==> src/rtl/gkc_pkg.sv <==
// Package: shared constants, types and state encoding for the k-center ordering block
package gkc_pkg;
    localparam int MAX_POINTS  = 64;
    localparam int MAX_DIMS    = 8;
    localparam int COORD_BITS  = 16;
    localparam int STORE_DEPTH = 512;
    localparam int ADDR_BITS   = 9;
    localparam int PT_BITS     = 6;
    localparam int NP_BITS     = 7;
    localparam int ND_BITS     = 4;
    localparam int DIM_BITS    = 3;
    localparam int DIST_BITS   = 36;
    localparam int RSQ_BITS    = 35;
    localparam int ROOT_BITS   = 18;
    localparam int DIFF_BITS   = COORD_BITS + 1;
    localparam int SQ_BITS     = 2 * DIFF_BITS;

    localparam logic CFG_NUM_POINTS = 1'b0;
    localparam logic CFG_NUM_DIMS   = 1'b1;

    typedef enum logic [2:0] {
        S_IDLE,
        S_PASS_INIT,
        S_PT_START,
        S_RD,
        S_DIFF,
        S_SQ,
        S_ACC,
        S_UPD
    } state_t;

    typedef enum logic [1:0] {
        F_NONE,
        F_SEL,
        F_SQRT
    } fin_t;
endpackage

==> src/rtl/gkc_dist_mem.sv <==
// Nearest-center distance store: one write port, one registered read port
module gkc_dist_mem (
    input  logic                               clk,
    input  logic                               wr_en,
    input  logic [gkc_pkg::PT_BITS-1:0]        wr_addr,
    input  logic [gkc_pkg::DIST_BITS-1:0]      wr_data,
    input  logic                               rd_en,
    input  logic [gkc_pkg::PT_BITS-1:0]        rd_addr,
    output logic [gkc_pkg::DIST_BITS-1:0]      rd_data
);
    logic [gkc_pkg::DIST_BITS-1:0] mem [gkc_pkg::MAX_POINTS];

    always_ff @(posedge clk)
    begin
        if (wr_en)
        begin
            mem[wr_addr] <= wr_data;
        end
        if (rd_en)
        begin
            rd_data <= mem[rd_addr];
        end
    end
endmodule

==> config.mk <==
export PLATFORM = sky130hd
export DESIGN_NAME = gkc_dist_mem
export DESIGN_NICKNAME = d
export VERILOG_FILES = /design/src/rtl/gkc_pkg.sv /design/src/rtl/gkc_dist_mem.sv
export SDC_FILE = /design/constraint.sdc
export NUM_CORES = 2
export LEC_CHECK = 0
export ABC_AREA = 1
export BUFFER_PORTS_ARGS = -buffer_cell sky130_fd_sc_hd__buf_4
export CORE_ASPECT_RATIO = 1.2
export CORE_MARGIN = 4
export CORE_UTILIZATION = 28
export DETAILED_ROUTE_END_ITERATION = 8
export GPL_TIMING_DRIVEN = 0
export PLACE_DENSITY = 0.47
export SYNTH_ARGS = -nofsm -noshare
export SYNTH_HDL_FRONTEND = slang
export SYNTH_SLANG_ARGS = --single-unit
==> constraint.sdc <==
create_clock -name clk -period 4.6 [get_ports clk]
set_input_delay 0.23 -clock clk [delete_from_list [all_inputs] [get_ports clk]]
set_output_delay 0.23 -clock clk [all_outputs]
set_load 0.005 [all_outputs]
=== Yosys cells after proc, flatten, opt, wreduce, memory -nomap -nowiden ===
Memories as Yosys holds them, arrays and structs flattened. A register that Yosys moved wholly into a read port is not among the register bits.
Index checks and enable logic that the tools add are counted.

* Memories kept: 1
* Register bits: 0
* Bits in writable memories: 2304

{| class="wikitable"
|+ Memories
! name !! depth !! width !! read ports !! clocked after memory_dff !! write ports !! line !! source
|-
| mem || 64 || 36 || 1 || 1 || 1 || gkc_dist_mem.sv:11 || <nowiki>logic [gkc_pkg::DIST_BITS-1:0] mem [gkc_pkg::MAX_POINTS];</nowiki>
|}

* Muxes and demuxes: 2

{| class="wikitable"
|+ Operator list
! kind !! count
|-
| two-way mux 1 bit || 2
|}

=== Depth between registers and ports, before layout ===
* Depth in word-level cells: 2
* Depth in mapped cells: 13
* Mapped depth without buffers: 9

=== Least setup slack after synthesis ===
OpenSTA, ideal clock, no wires.

* Kind: input-to-reg
* Start point: input wr_en
* End point: memory mem[48][0] (netlist name), enable pin
* Cell stages on the path: 3
* Data arrival time: 4.234 ns
* Buffers on the path: 1
* Library setup time: 0.520 ns
* Slack: -0.154 ns
* Data required time: 4.080 ns
* Cells stage by stage: clkbuf_1 nand4_1 nor4_1

* Cells in the longest elaborated chain, start to end: 2

{| class="wikitable"
|+ Ends and longest elaborated chain
! what !! line !! source
|-
| start, declared || gkc_dist_mem.sv:4 || <nowiki>input logic wr_en,</nowiki>
|-
| two-way mux 1 bit || gkc_dist_mem.sv:15 || <nowiki>if (wr_en)</nowiki>
|-
| two-way mux 1 bit (not written as such) || gkc_dist_mem.sv:17 || <nowiki>mem[wr_addr] <= wr_data;</nowiki>
|-
| end, declared || gkc_dist_mem.sv:11 ||
|}

No other way between the ends.

==> reports/qor.yml <==
post_cts_setup_inserts: 0
worstPathRequired_ns: 5.23
die-width_um: 535.1
cellPowerDensity_nw_per_um2: 418.5
layout.cell_area.non_filler_um2: 110500
highest-signal-layer: "met5"
gp_congestion: 0.9374
grt_antenna_before_repair: 36
timing.critical_path.max_delay_family: "buffers and inverters"
die-height_um: 640.6
worstPathCellList: "buf_2 > clkbuf_2 > clkbuf_1 > nand3_1 > nand3_1 > nand2_1 > nand2_1 > nand2_1"
cts-buffers-inserted: 231
drc: 0
power.switching_uw: 11270
overflow: 0
synth_fp_nets: 7650
worst-slew-pin-transition_ns: 1.432
route.layer.met1.wl_um: 148000
tritoncts: "yes"
vias_per_cell: 5.198
detail-route-antenna-nets: 0
crit_buf_inv: 3
comb_power_share_pct: 7.6
peakVddDrop_mv: 0.2958
hold_class: "in -> reg"
pwr-share-seq_pct: 51.2
dp_worst_setup_slack_ns: -0.09792
met2_routed_wirelength_um: 190900
dieArea_um2: 342800
wire_per_inst_um: 31.29
postCtsResizedCells: 0
clock_latency_ns: 0.90
timing.critical_path.from_type: "input pin"
number_of_hold_buffers_added_after_cts: 24
place_area_um2: 102900
violations_in_the_final_reports: "hold timing"
yosys-top-cells-area: "sky130_fd_sc_hd__edfxtp_1, sky130_fd_sc_hd__nand3_1, sky130_fd_sc_hd__nand2_1"
final_layout_size_suffix_gt1_share_pct: 12.21
sum_of_net_half_perimeters_after_detailed_placement_um: 275900
p_leak_uw: 0.03845
holdWs_ns: -0.05562
final_nets: 8170
timing.setup.critical_path_class: "in -> reg"
path_common_cell: "sky130_fd_sc_hd__nand2_1"
cts-htree-levels: 4
synth_top_area_share_pct: 75.26
async_reset_ff_share_pct: 0
outcome: "finished with violations"
post-synth-top-count-cell: "sky130_fd_sc_hd__nand2_1"
worst_ep_arrival_time_ns: 4.02
number_of_enable_type_register_cells_in_the_synthesized_netlist: 2340
port_buffers: 76
sinks_on_clock_net: 2340
cts_max_path_buffers: 4
flow.area_growth_from_synthesis_pct: 18.31
final.setup.worst_slack_ns: 1.204
routed_wl_um: 399100
hold_violations_final: 27
netSwitchingFraction_pct: 24.37
wire_length_of_the_first_global_routing_pass_um: 534000
ctsRootBufferMaster: "sky130_fd_sc_hd__clkbuf_16"
pre_antenna_drt_iters: 6
synth_area_um2: 93370
synthesis.area_per_instance_um2: 12.29
vias_in_the_first_global_route: 61980
synth.ff_latch_count: 2340
power_report.internal_total_uw: 34960
synth.yosys.warnings: 0
drv.max_cap_violation_count: 0
timing_max_transition_violations_final: 0
pin_count_of_the_biggest_net_entering_global_routing: 65
core_area_um2: 332400
end_kind: "flip-flop"
synth_commonest_cells: "sky130_fd_sc_hd__nand2_1, sky130_fd_sc_hd__edfxtp_1, sky130_fd_sc_hd__nand3_1"
io-pin-count: 87
seq_area_frac_synth_pct: 75.26
track_usage_pct: 22.60
timing.critical_path.slowest_stage_cell: "sky130_fd_sc_hd__clkbuf_2"
start_util_pct: 28.09
met3_length_um: 33950
num_rows: 232
rsz0062_at_grt: "no"
post_synth_num_cell_types: 15
final-setup-viol-count: 0
timing.clock.skew_ns: 0.03444
drt_first_iter_violations: 9336
routed-via-count: 66290
period_minus_slack_ns: 3.396
power.clock.fraction_pct: 41.1
placed_cells_incl_taps: 12310
synthesis.instances: 7599
fmax_mhz: 294.4
fin_crit_sh_pct: 73.83
path_clk_slew_ns: 0.06
critical_path.max_stage_delay_ns: 0.74
fin_cells: 12750
synthDominantAreaCellType: "sky130_fd_sc_hd__edfxtp_1"
cp_max_fo: 11
worst_slew_margin_rel_pct: 4.566
synth_top_flop_cell: "sky130_fd_sc_hd__edfxtp_1"
## area by class of cell
type / count / area [um2]
antenna: 10 / 25.02
buffer: 502 / 2517
clock buffer: 271 / 5952
clock inverter: 141 / 1340
fill: 32910 / 221900
inverter: 12 / 50.05
multi-input combinational: 4745 / 21010
sequential: 2340 / 70270
tap: 4446 / 5563
timing repair buffer: 287 / 3745
## power groups by stage
| stage | combinational, uW | clock (uW) | sequential [uW] |
|---|---|---|---|
| 2_1_floorplan | 1450 | 0 | 24100 |
| 3_3_place_gp | 3350 | 0 | 24200 |
| 3_5_place_dp | 3440 | 0 | 24100 |
| 4_1_cts | 3470 | 19200 | 23700 |
| 5_1_grt | 3660 | 20000 | 23700 |
| 6_report | 3530 | 19000 | 23700 |
## final timing paths
kind	end	cells after the start	slack, ns	startpoint
max	rd_data[7]	8	1.20	rd_addr[3]
min	mem[3][19]	1	-0.06	wr_data[19]
max reg2reg	rd_data[8]	8	2.07	mem[11][8]
min reg2reg	rd_data[10]	8	0.96	mem[58][10]
## metrics by stage
step | utilization (%) | setup TNS [ns] | power [uW] | hold slack [ns]
after floorplan | - | -44.34 | 25590 | 0.3289
after global placement | 29.94 | -5057.41 | 27510 | 0.6344
after detailed placement | 30.96 | -0.3594 | 27590 | 0.6301
after CTS | 33.23 | 0 | 46340 | 0.01030
after global routing | 33.23 | 0 | 47360 | 0.0001715
final | 33.24 | 0 | 46230 | -0.05562
## flip-flops by register name, indices dropped and copies added, names as in the netlist
signal / count
rd_data: 36
mem: 2304
## cell families (layout without fill, tap and decap cells)
family                 Yosys count  count (layout)  synth area share [%]
and+or+nand+nor               4745            4745                 22.00
DFF                           2340            2340                 75.26
buffers and inverters          514            1213                 2.744
other                            0              10                     0
## metal layers
layer / global-route usage [%] / vias to the layer above
li1: - / 28210
met1: 27.73 / 33460
met2: 37.90 / 3727
met3: 3.885 / 871
met4: 12.26 / 18
met5: 0 / -
## cell usage in the layout, fill, tap and decap left out, types with 46 or more instances in the layout
| cell type | count |
|---|---|
| sky130_fd_sc_hd__clkinv_1 | 56 |
| sky130_fd_sc_hd__clkbuf_1 | 126 |
| sky130_fd_sc_hd__edfxtp_1 | 2340 |
| sky130_fd_sc_hd__nand3_1 | 2146 |
| sky130_fd_sc_hd__buf_1 | 52 |
| sky130_fd_sc_hd__buf_12 | 86 |
| sky130_fd_sc_hd__nor2_4 | 56 |
| sky130_fd_sc_hd__clkinv_2 | 46 |
| sky130_fd_sc_hd__buf_2 | 321 |
| sky130_fd_sc_hd__buf_4 | 168 |
| sky130_fd_sc_hd__nand2_1 | 2526 |
| sky130_fd_sc_hd__clkbuf_16 | 232 |
## worst reg2reg max path, delay by kind of cell, from the launching register on
| family | cells | cell delay, ns |
|---|---|---|
| DFF | 1 | 0.36 |
| and+or+nand+nor | 8 | 1.90 |
No activity file was read; power rests on OpenSTA's default activity.
