`config.mk`:
```
export PLATFORM = sky130hd
export DESIGN_NAME = gkc_sqrt
export DESIGN_NICKNAME = d
export VERILOG_FILES = /design/src/rtl/gkc_pkg.sv /design/src/rtl/gkc_sqrt.sv
export SDC_FILE = /design/constraint.sdc
export NUM_CORES = 1
export LEC_CHECK = 0
export ABC_AREA = 1
export BUFFER_PORTS_ARGS = -buffer_cell sky130_fd_sc_hd__buf_2
export CAP_MARGIN = 15
export CORE_MARGIN = 1.5
export CORE_UTILIZATION = 27
export DETAILED_ROUTE_END_ITERATION = 10
export GPL_TIMING_DRIVEN = 0
export HOLD_SLACK_MARGIN = 0.08
export SYNTH_ARGS = -nofsm -noshare
export SYNTH_HDL_FRONTEND = slang
export SYNTH_SLANG_ARGS = --single-unit
export TNS_END_PERCENT = 50
```
`constraint.sdc`:
```
create_clock -name clk -period 2.3 [get_ports clk]
set_input_delay 0.345 -clock clk [delete_from_list [all_inputs] [get_ports clk]]
set_output_delay 0.345 -clock clk [all_outputs]
set_load 0.005 [all_outputs]
```
`src/rtl/gkc_pkg.sv`:
```
// Package: shared constants, types and state encoding for the k-center ordering block
package gkc_pkg;
    localparam int MAX_POINTS  = 64;
    localparam int MAX_DIMS    = 8;
    localparam int COORD_BITS  = 16;
    localparam int STORE_DEPTH = 512;
    localparam int ADDR_BITS   = 9;
    localparam int PT_BITS     = 6;
    localparam int NP_BITS     = 7;
    localparam int ND_BITS     = 4;
    localparam int DIM_BITS    = 3;
    localparam int DIST_BITS   = 36;
    localparam int RSQ_BITS    = 35;
    localparam int ROOT_BITS   = 18;
    localparam int DIFF_BITS   = COORD_BITS + 1;
    localparam int SQ_BITS     = 2 * DIFF_BITS;

    localparam logic CFG_NUM_POINTS = 1'b0;
    localparam logic CFG_NUM_DIMS   = 1'b1;

    typedef enum logic [2:0] {
        S_IDLE,
        S_PASS_INIT,
        S_PT_START,
        S_RD,
        S_DIFF,
        S_SQ,
        S_ACC,
        S_UPD
    } state_t;

    typedef enum logic [1:0] {
        F_NONE,
        F_SEL,
        F_SQRT
    } fin_t;
endpackage

```
`src/rtl/gkc_sqrt.sv`:
```
// Floor square root, two radicand bits per cycle
module gkc_sqrt (
    input  logic                               clk,
    input  logic                               rst_n,
    input  logic                               start,
    input  logic [gkc_pkg::RSQ_BITS-1:0]       value,
    output logic                               done,
    output logic [gkc_pkg::ROOT_BITS-1:0]      root
);
    localparam int RB = gkc_pkg::ROOT_BITS;

    logic [2*RB-1:0] x_reg;
    logic [RB+1:0]   rem_reg, rem_sh, trial, rem_next;
    logic [RB-1:0]   root_reg, root_next;
    logic [4:0]      cnt_reg;
    logic            run_reg, done_reg, ge;

    always_comb
    begin
        rem_sh    = {rem_reg[RB-1:0], x_reg[2*RB-1:2*RB-2]};
        trial     = {root_reg, 2'b01};
        ge        = rem_sh >= trial;
        rem_next  = ge ? rem_sh - trial : rem_sh;
        root_next = {root_reg[RB-2:0], ge};
    end

    always_ff @(posedge clk or negedge rst_n)
    begin
        if (!rst_n)
        begin
            run_reg  <= 1'b0;
            done_reg <= 1'b0;
            cnt_reg  <= '0;
        end
        else
        begin
            done_reg <= 1'b0;
            if (start)
            begin
                run_reg <= 1'b1;
                cnt_reg <= '0;
            end
            else if (run_reg)
            begin
                cnt_reg <= cnt_reg + 5'd1;
                if (cnt_reg == 5'(RB - 1))
                begin
                    run_reg  <= 1'b0;
                    done_reg <= 1'b1;
                end
            end
        end
    end

    always_ff @(posedge clk)
    begin
        if (start)
        begin
            x_reg    <= {{(2*RB-gkc_pkg::RSQ_BITS){1'b0}}, value};
            rem_reg  <= '0;
            root_reg <= '0;
        end
        else if (run_reg)
        begin
            x_reg    <= {x_reg[2*RB-3:0], 2'b00};
            rem_reg  <= rem_next;
            root_reg <= root_next;
        end
    end

    assign done = done_reg;
    assign root = root_reg;
endmodule

```
Word-level counts from Yosys, hierarchy flattened:

Cells that the tools add are included.

* $add $sub $neg: 2
* order comparisons: 1
* reduce and logical (&&, ||, !) cells: 1
* equal/unequal tests: 1
* multiplexer cells: 11

Operators by type and width (number)
* 35-bit 2-to-1 mux: 2
* 20-bit greater-or-equal comparator: 1
* 18-bit 2-to-1 mux: 1
* 18-bit subtractor: 1
* 5-bit 2-to-1 mux: 2
* 1-bit 2-to-1 mux: 6
* 5-bit by 1-bit adder with 5-bit output, second input constant: 1
* 5-bit equality test, second input constant: 1
* 2-bit nonzero test: 1

* flip-flop bits (word level): 79
* output and inout port bits: 19
* word-level logic and storage cells: 23
* input bits: 38

Longest topological paths before layout:

* depth in word-level cells: 4
* depth in mapped cells: 15
* mapped depth without buffers: 14

Least setup slack after synthesis:

No wires, ideal clock.

* path kind: input to register
* start: input port start
* end: register x_reg[0] (enable)
* data arrival time: 1915 ps
* stages on the path: 4
* setup slack: -28 ps
* data required time: 1887 ps
* buffers on the path: 2
* library setup time: 413 ps
* cells stage by stage: clkbuf_1 -> nor2_1 -> inv_1 -> clkbuf_1

* cells in the longest elaborated chain, start to end: 1

Ends and longest elaborated chain
* start, declared: line gkc_sqrt.sv:5 `input logic start,`
* 2-bit nonzero test (no source line)
* end signal, assigned: line gkc_sqrt.sv:59 `x_reg <= {{(2*RB-gkc_pkg::RSQ_BITS){1'b0}}, value};`
* end signal, assigned: line gkc_sqrt.sv:65 `x_reg <= {x_reg[2*RB-3:0], 2'b00};`
* end, declared: line gkc_sqrt.sv:12 `logic [2*RB-1:0] x_reg;`

Every way passes these cells.
A chain may end at the register's enable or synchronous reset.

Worst setup path in the final report:

* start: register root_reg[13] (netlist: root[13])
* end: register rem_reg[7]

* cells in the longest elaborated chain, start to end: 2

Ends and longest elaborated chain
* start, declared: line gkc_sqrt.sv:14 `logic [RB-1:0] root_reg, root_next;`
* start signal, assigned: line gkc_sqrt.sv:67 `root_reg <= root_next;`
* 20-bit greater-or-equal comparator: line gkc_sqrt.sv:22 `ge = rem_sh >= trial;`
* 18-bit 2-to-1 mux: line gkc_sqrt.sv:23 `rem_next = ge ? rem_sh - trial : rem_sh;`
* end signal, assigned: line gkc_sqrt.sv:66 `rem_reg <= rem_next;`
* end, declared: line gkc_sqrt.sv:13 `logic [RB+1:0] rem_reg, rem_sh, trial, rem_next;`

Every way passes these cells.

==> flow_summary.toml <==
[global_route]
antenna_found_initial = 0
grt_max_degree = 45
grt_usage_pct = 12.7
grt_pass1_vias = 3441
grt_pass1_wl_um = 16600
grt-ovfl-total = 0

[timing]
finalCritPeriodShare_pct = 89.0
setup_viol_count_final = 0
max_freq_mhz = 489
tightest_slew_ns = 1.09
fin_worst_skew_ns = 0.00765
finalHoldViolations = 0
rsz0062_at_grt = "no"
period_needed_ns = 2.05
fin_hold_ws_ns = 0.266
timing.slew.headroom_pct = 27.0
maxSlewViolCount = 0

[yosys]
yosysUniqueCellTypes = 35
ys_warn_count = 0
synth_seq_cells = 79
synth.top_cell.area_share_pct = 24.3
syn_inst = 565
ys_seq_area_share_pct = 45.5
yosys.area.top_type = "edfxtp_1"
yosys-top-cells-area = "edfxtp_1 (24%), nand2_1 (21%), dfxtp_1 (17%)"
synth_area_mm2 = 0.00432
synth_area_per_cell_um2 = 7.65
synth_nets = 625

[detailed_routing]
vias = 3588
ant_nets = 0
wl_per_cell_um = 11.6
drtIter0Drc = 197
post_drt_via_cell_ratio = 4.20
first_pass_iters = 5
drc_errors = 0
wl_um = 9880

[floorplanning]
dieArea_mm2 = 0.0168
start_util_pct = 27.4
die_w_um = 129
rows = 46
die_height_um = 129
io_pins = 57
core_region_area_mm2 = 0.0158

[status]
status = "completed"

[cts]
cts.reportedPaths.clkPinSlew_ns = 0.06
cts_tree = "built"
clockBufferDepth = 2
cts-root-buf = "clkbuf_16"
clk_latency_ns = 0.34
cts_made_buffers = 9
cts_sinks = 79
postCtsSetupBuffers = 0
htree_levels = 3

[final_layout]
largest_reg_flops = 36
final_nets = 693
diodes = 0
syn_to_final_growth_pct = 20.6
fillers = 1727
drive_gt1_share_pct = 15.4
fin_cells = 854

[job]
drv_cap = 0

[setup_path]
start_kind = "flip-flop"
ff2ff_setup_slack_ns = 0.25
cp_max_fo = 7
cp_cell_sequence = "inv_1, ha_1, nand2_1, inv_1, a21oi_2, o21ai_1, a21oi_2, nand2_4, nand2_1, clkinv_2, nand2_1, nand3_1"
crit_slowest_cell = "ha_1"
crit_type = "flip-flop to flip-flop"
worstPathRequired_ns = 2.52
critPathBufInv = 3
arrival_ns = 2.27
worstReg2RegEnd = "rem_reg[7]$_SDFFE_PP0P_"
crit_top_cell = "nand2_1"
r2r-start = "root[13]$_SDFFE_PP0P_"
r2r_cells = 12
end_kind = "flip-flop"
worst-path-stages = 12
critPathMaxStageDelay_ns = 0.37
crit_family = "simple AND/OR/NAND/NOR gates"

[placed_design]
numPlacedInstances = 837
io_buffers = 56
hpwl_um = 7440
finalWeightedCongestion = 0.851

[pwr]
powerDensity_mw_per_mm2 = 1200
vdd_drop_max_mv = 0.501
power.leakage_nw = 2.59

[min_path]
min-delay-start = "value[1]"
hold_path.class = "primary input to flip-flop"
min_path_cells = 3
hold_path_end = "x_reg[1]$_SDFFCE_PN0P_"
-- repair_timing --
item,in CTS,in global routing
hold endpoints to repair,7,0
endpoints found under the setup margin,0,3
hold buffers,1,0
resized for setup,0,2
-- power breakdown --
| part | switching (mW) | leakage, nW | internal (mW) |
|---|---|---|---|
| sequential | 0.115 | 0.780 | 1.68 |
| combinational | 1.81 | 1.65 | 1.10 |
| clock | 0.584 | 0.155 | 0.952 |
-- layer usage --
layer	wire [µm]	up-vias	track usage [%]
met4	95	0	3.92
met2	4410	71	20.6
li1	-	1940	-
met1	4930	1571	16.6
met5	0	-	0
met3	441	6	3.30
-- per-stage QoR --
step	setup slack [ns]	util, %	instance area, µm²	total power, mW	setup TNS, ns
floorplan	0.518	-	4320	4.08	0
global placement	-0.0409	30.9	4870	4.68	-1.38
detailed placement	-0.0493	30.9	4870	4.69	-1.68
CTS	0.186	33.0	5200	6.27	0
global route	0.0394	33.0	5210	6.80	0
finish	0.253	33.0	5210	6.24	0
-- synth_stat cells --
| cell | count |
|---|---|
| inv_2 | 1 |
| nand2_4 | 3 |
| nor2_2 | 4 |
| o21ai_0 | 12 |
| clkbuf_1 | 8 |
| buf_2 | 5 |
| edfxtp_1 | 35 |
| buf_12 | 1 |
| nand2_1 | 243 |
| a21oi_1 | 16 |
| inv_1 | 63 |
| buf_4 | 1 |
| nand3_1 | 30 |
| clkinv_2 | 1 |
| o21ai_1 | 1 |
| dfrtp_1 | 7 |
| nor2_4 | 2 |
| clkbuf_8 | 1 |
| nor3_1 | 4 |
| nand4_1 | 1 |
| xor2_1 | 8 |
| a21oi_2 | 1 |
| xnor2_1 | 1 |
| a21boi_0 | 1 |
| buf_6 | 1 |
| and2_1 | 1 |
| dfxtp_1 | 37 |
| buf_1 | 1 |
| o21bai_1 | 2 |
| nor2_1 | 19 |
| nand3_2 | 2 |
| nand3b_1 | 9 |
| ha_1 | 22 |
| o22ai_1 | 18 |
| nand2_2 | 3 |
-- cell usage in the layout (no fill, tap or decap), types with 3 or more instances in the layout --
| master | synthesis | layout |
|---|---|---|
| a21oi_1 | 16 | 15 |
| buf_2 | 5 | 61 |
| clkbuf_1 | 8 | 7 |
| clkbuf_16 | 0 | 9 |
| dfrtp_1 | 7 | 7 |
| dfxtp_1 | 37 | 37 |
| edfxtp_1 | 35 | 35 |
| ha_1 | 22 | 22 |
| inv_1 | 63 | 63 |
| nand2_1 | 243 | 243 |
| nand2_2 | 3 | 3 |
| nand2_4 | 3 | 3 |
| nand3_1 | 30 | 30 |
| nand3b_1 | 9 | 9 |
| nor2_1 | 19 | 19 |
| nor2_2 | 4 | 3 |
| nor2_4 | 2 | 3 |
| nor3_1 | 4 | 4 |
| o21ai_0 | 12 | 12 |
| o22ai_1 | 18 | 18 |
| xor2_1 | 8 | 8 |
-- how the worst max path moves through the flow --
stage | startpoint | endpoint | slack, ns
final | root[13]$_SDFFE_PP0P_ | rem_reg[7]$_SDFFE_PP0P_ | 0.25
after global routing | root[1]$_SDFFE_PP0P_ | rem_reg[5]$_SDFFE_PP0P_ | 0.04
after CTS | root[13]$_SDFFE_PP0P_ | rem_reg[7]$_SDFFE_PP0P_ | 0.19
after detailed placement | start | x_reg[1]$_SDFFCE_PN0P_ | -0.05
after global placement | start | x_reg[18]$_DFFE_PP_ | -0.04
after floorplan | root[13]$_SDFFE_PP0P_ | rem_reg[8]$_SDFFE_PP0P_ | 0.52
-- final cells by class --
| class | count | area (µm²) | area share [%] |
|---|---|---|---|
| clock buffer | 9 | 225 | 4.32 |
| buffer | 18 | 113 | 2.16 |
| multi-input combinational | 403 | 2010 | 38.5 |
| inverter | 65 | 245 | 4.71 |
| timing repair buffer | 57 | 290 | 5.57 |
| tap | 216 | 270 | 5.19 |
| clock inverter | 7 | 93.8 | 1.80 |
| sequential | 79 | 1970 | 37.8 |
-- worst register-to-register path, delay by kind of cell, from the launching register on --
family                     cells  cell delay (ns)
DFF                            1             0.32
buffers and inverters          3             0.28
adders and majority gates      1             0.37
AOI/OAI and AO/OA              3             0.44
and+or+nand+nor                5             0.52
-- cell families after synthesis --
| family | share of synthesized area [%] |
|---|---|
| AO/OA/AOI/OAI | 6.69 |
| XOR/XNOR | 1.82 |
| adder cells (fa/ha/maj) | 6.37 |
| buffers and inverters | 8.25 |
| flip-flops | 45.5 |
| AND/OR/NAND/NOR | 31.3 |
(Power assumes the default switching activity.)
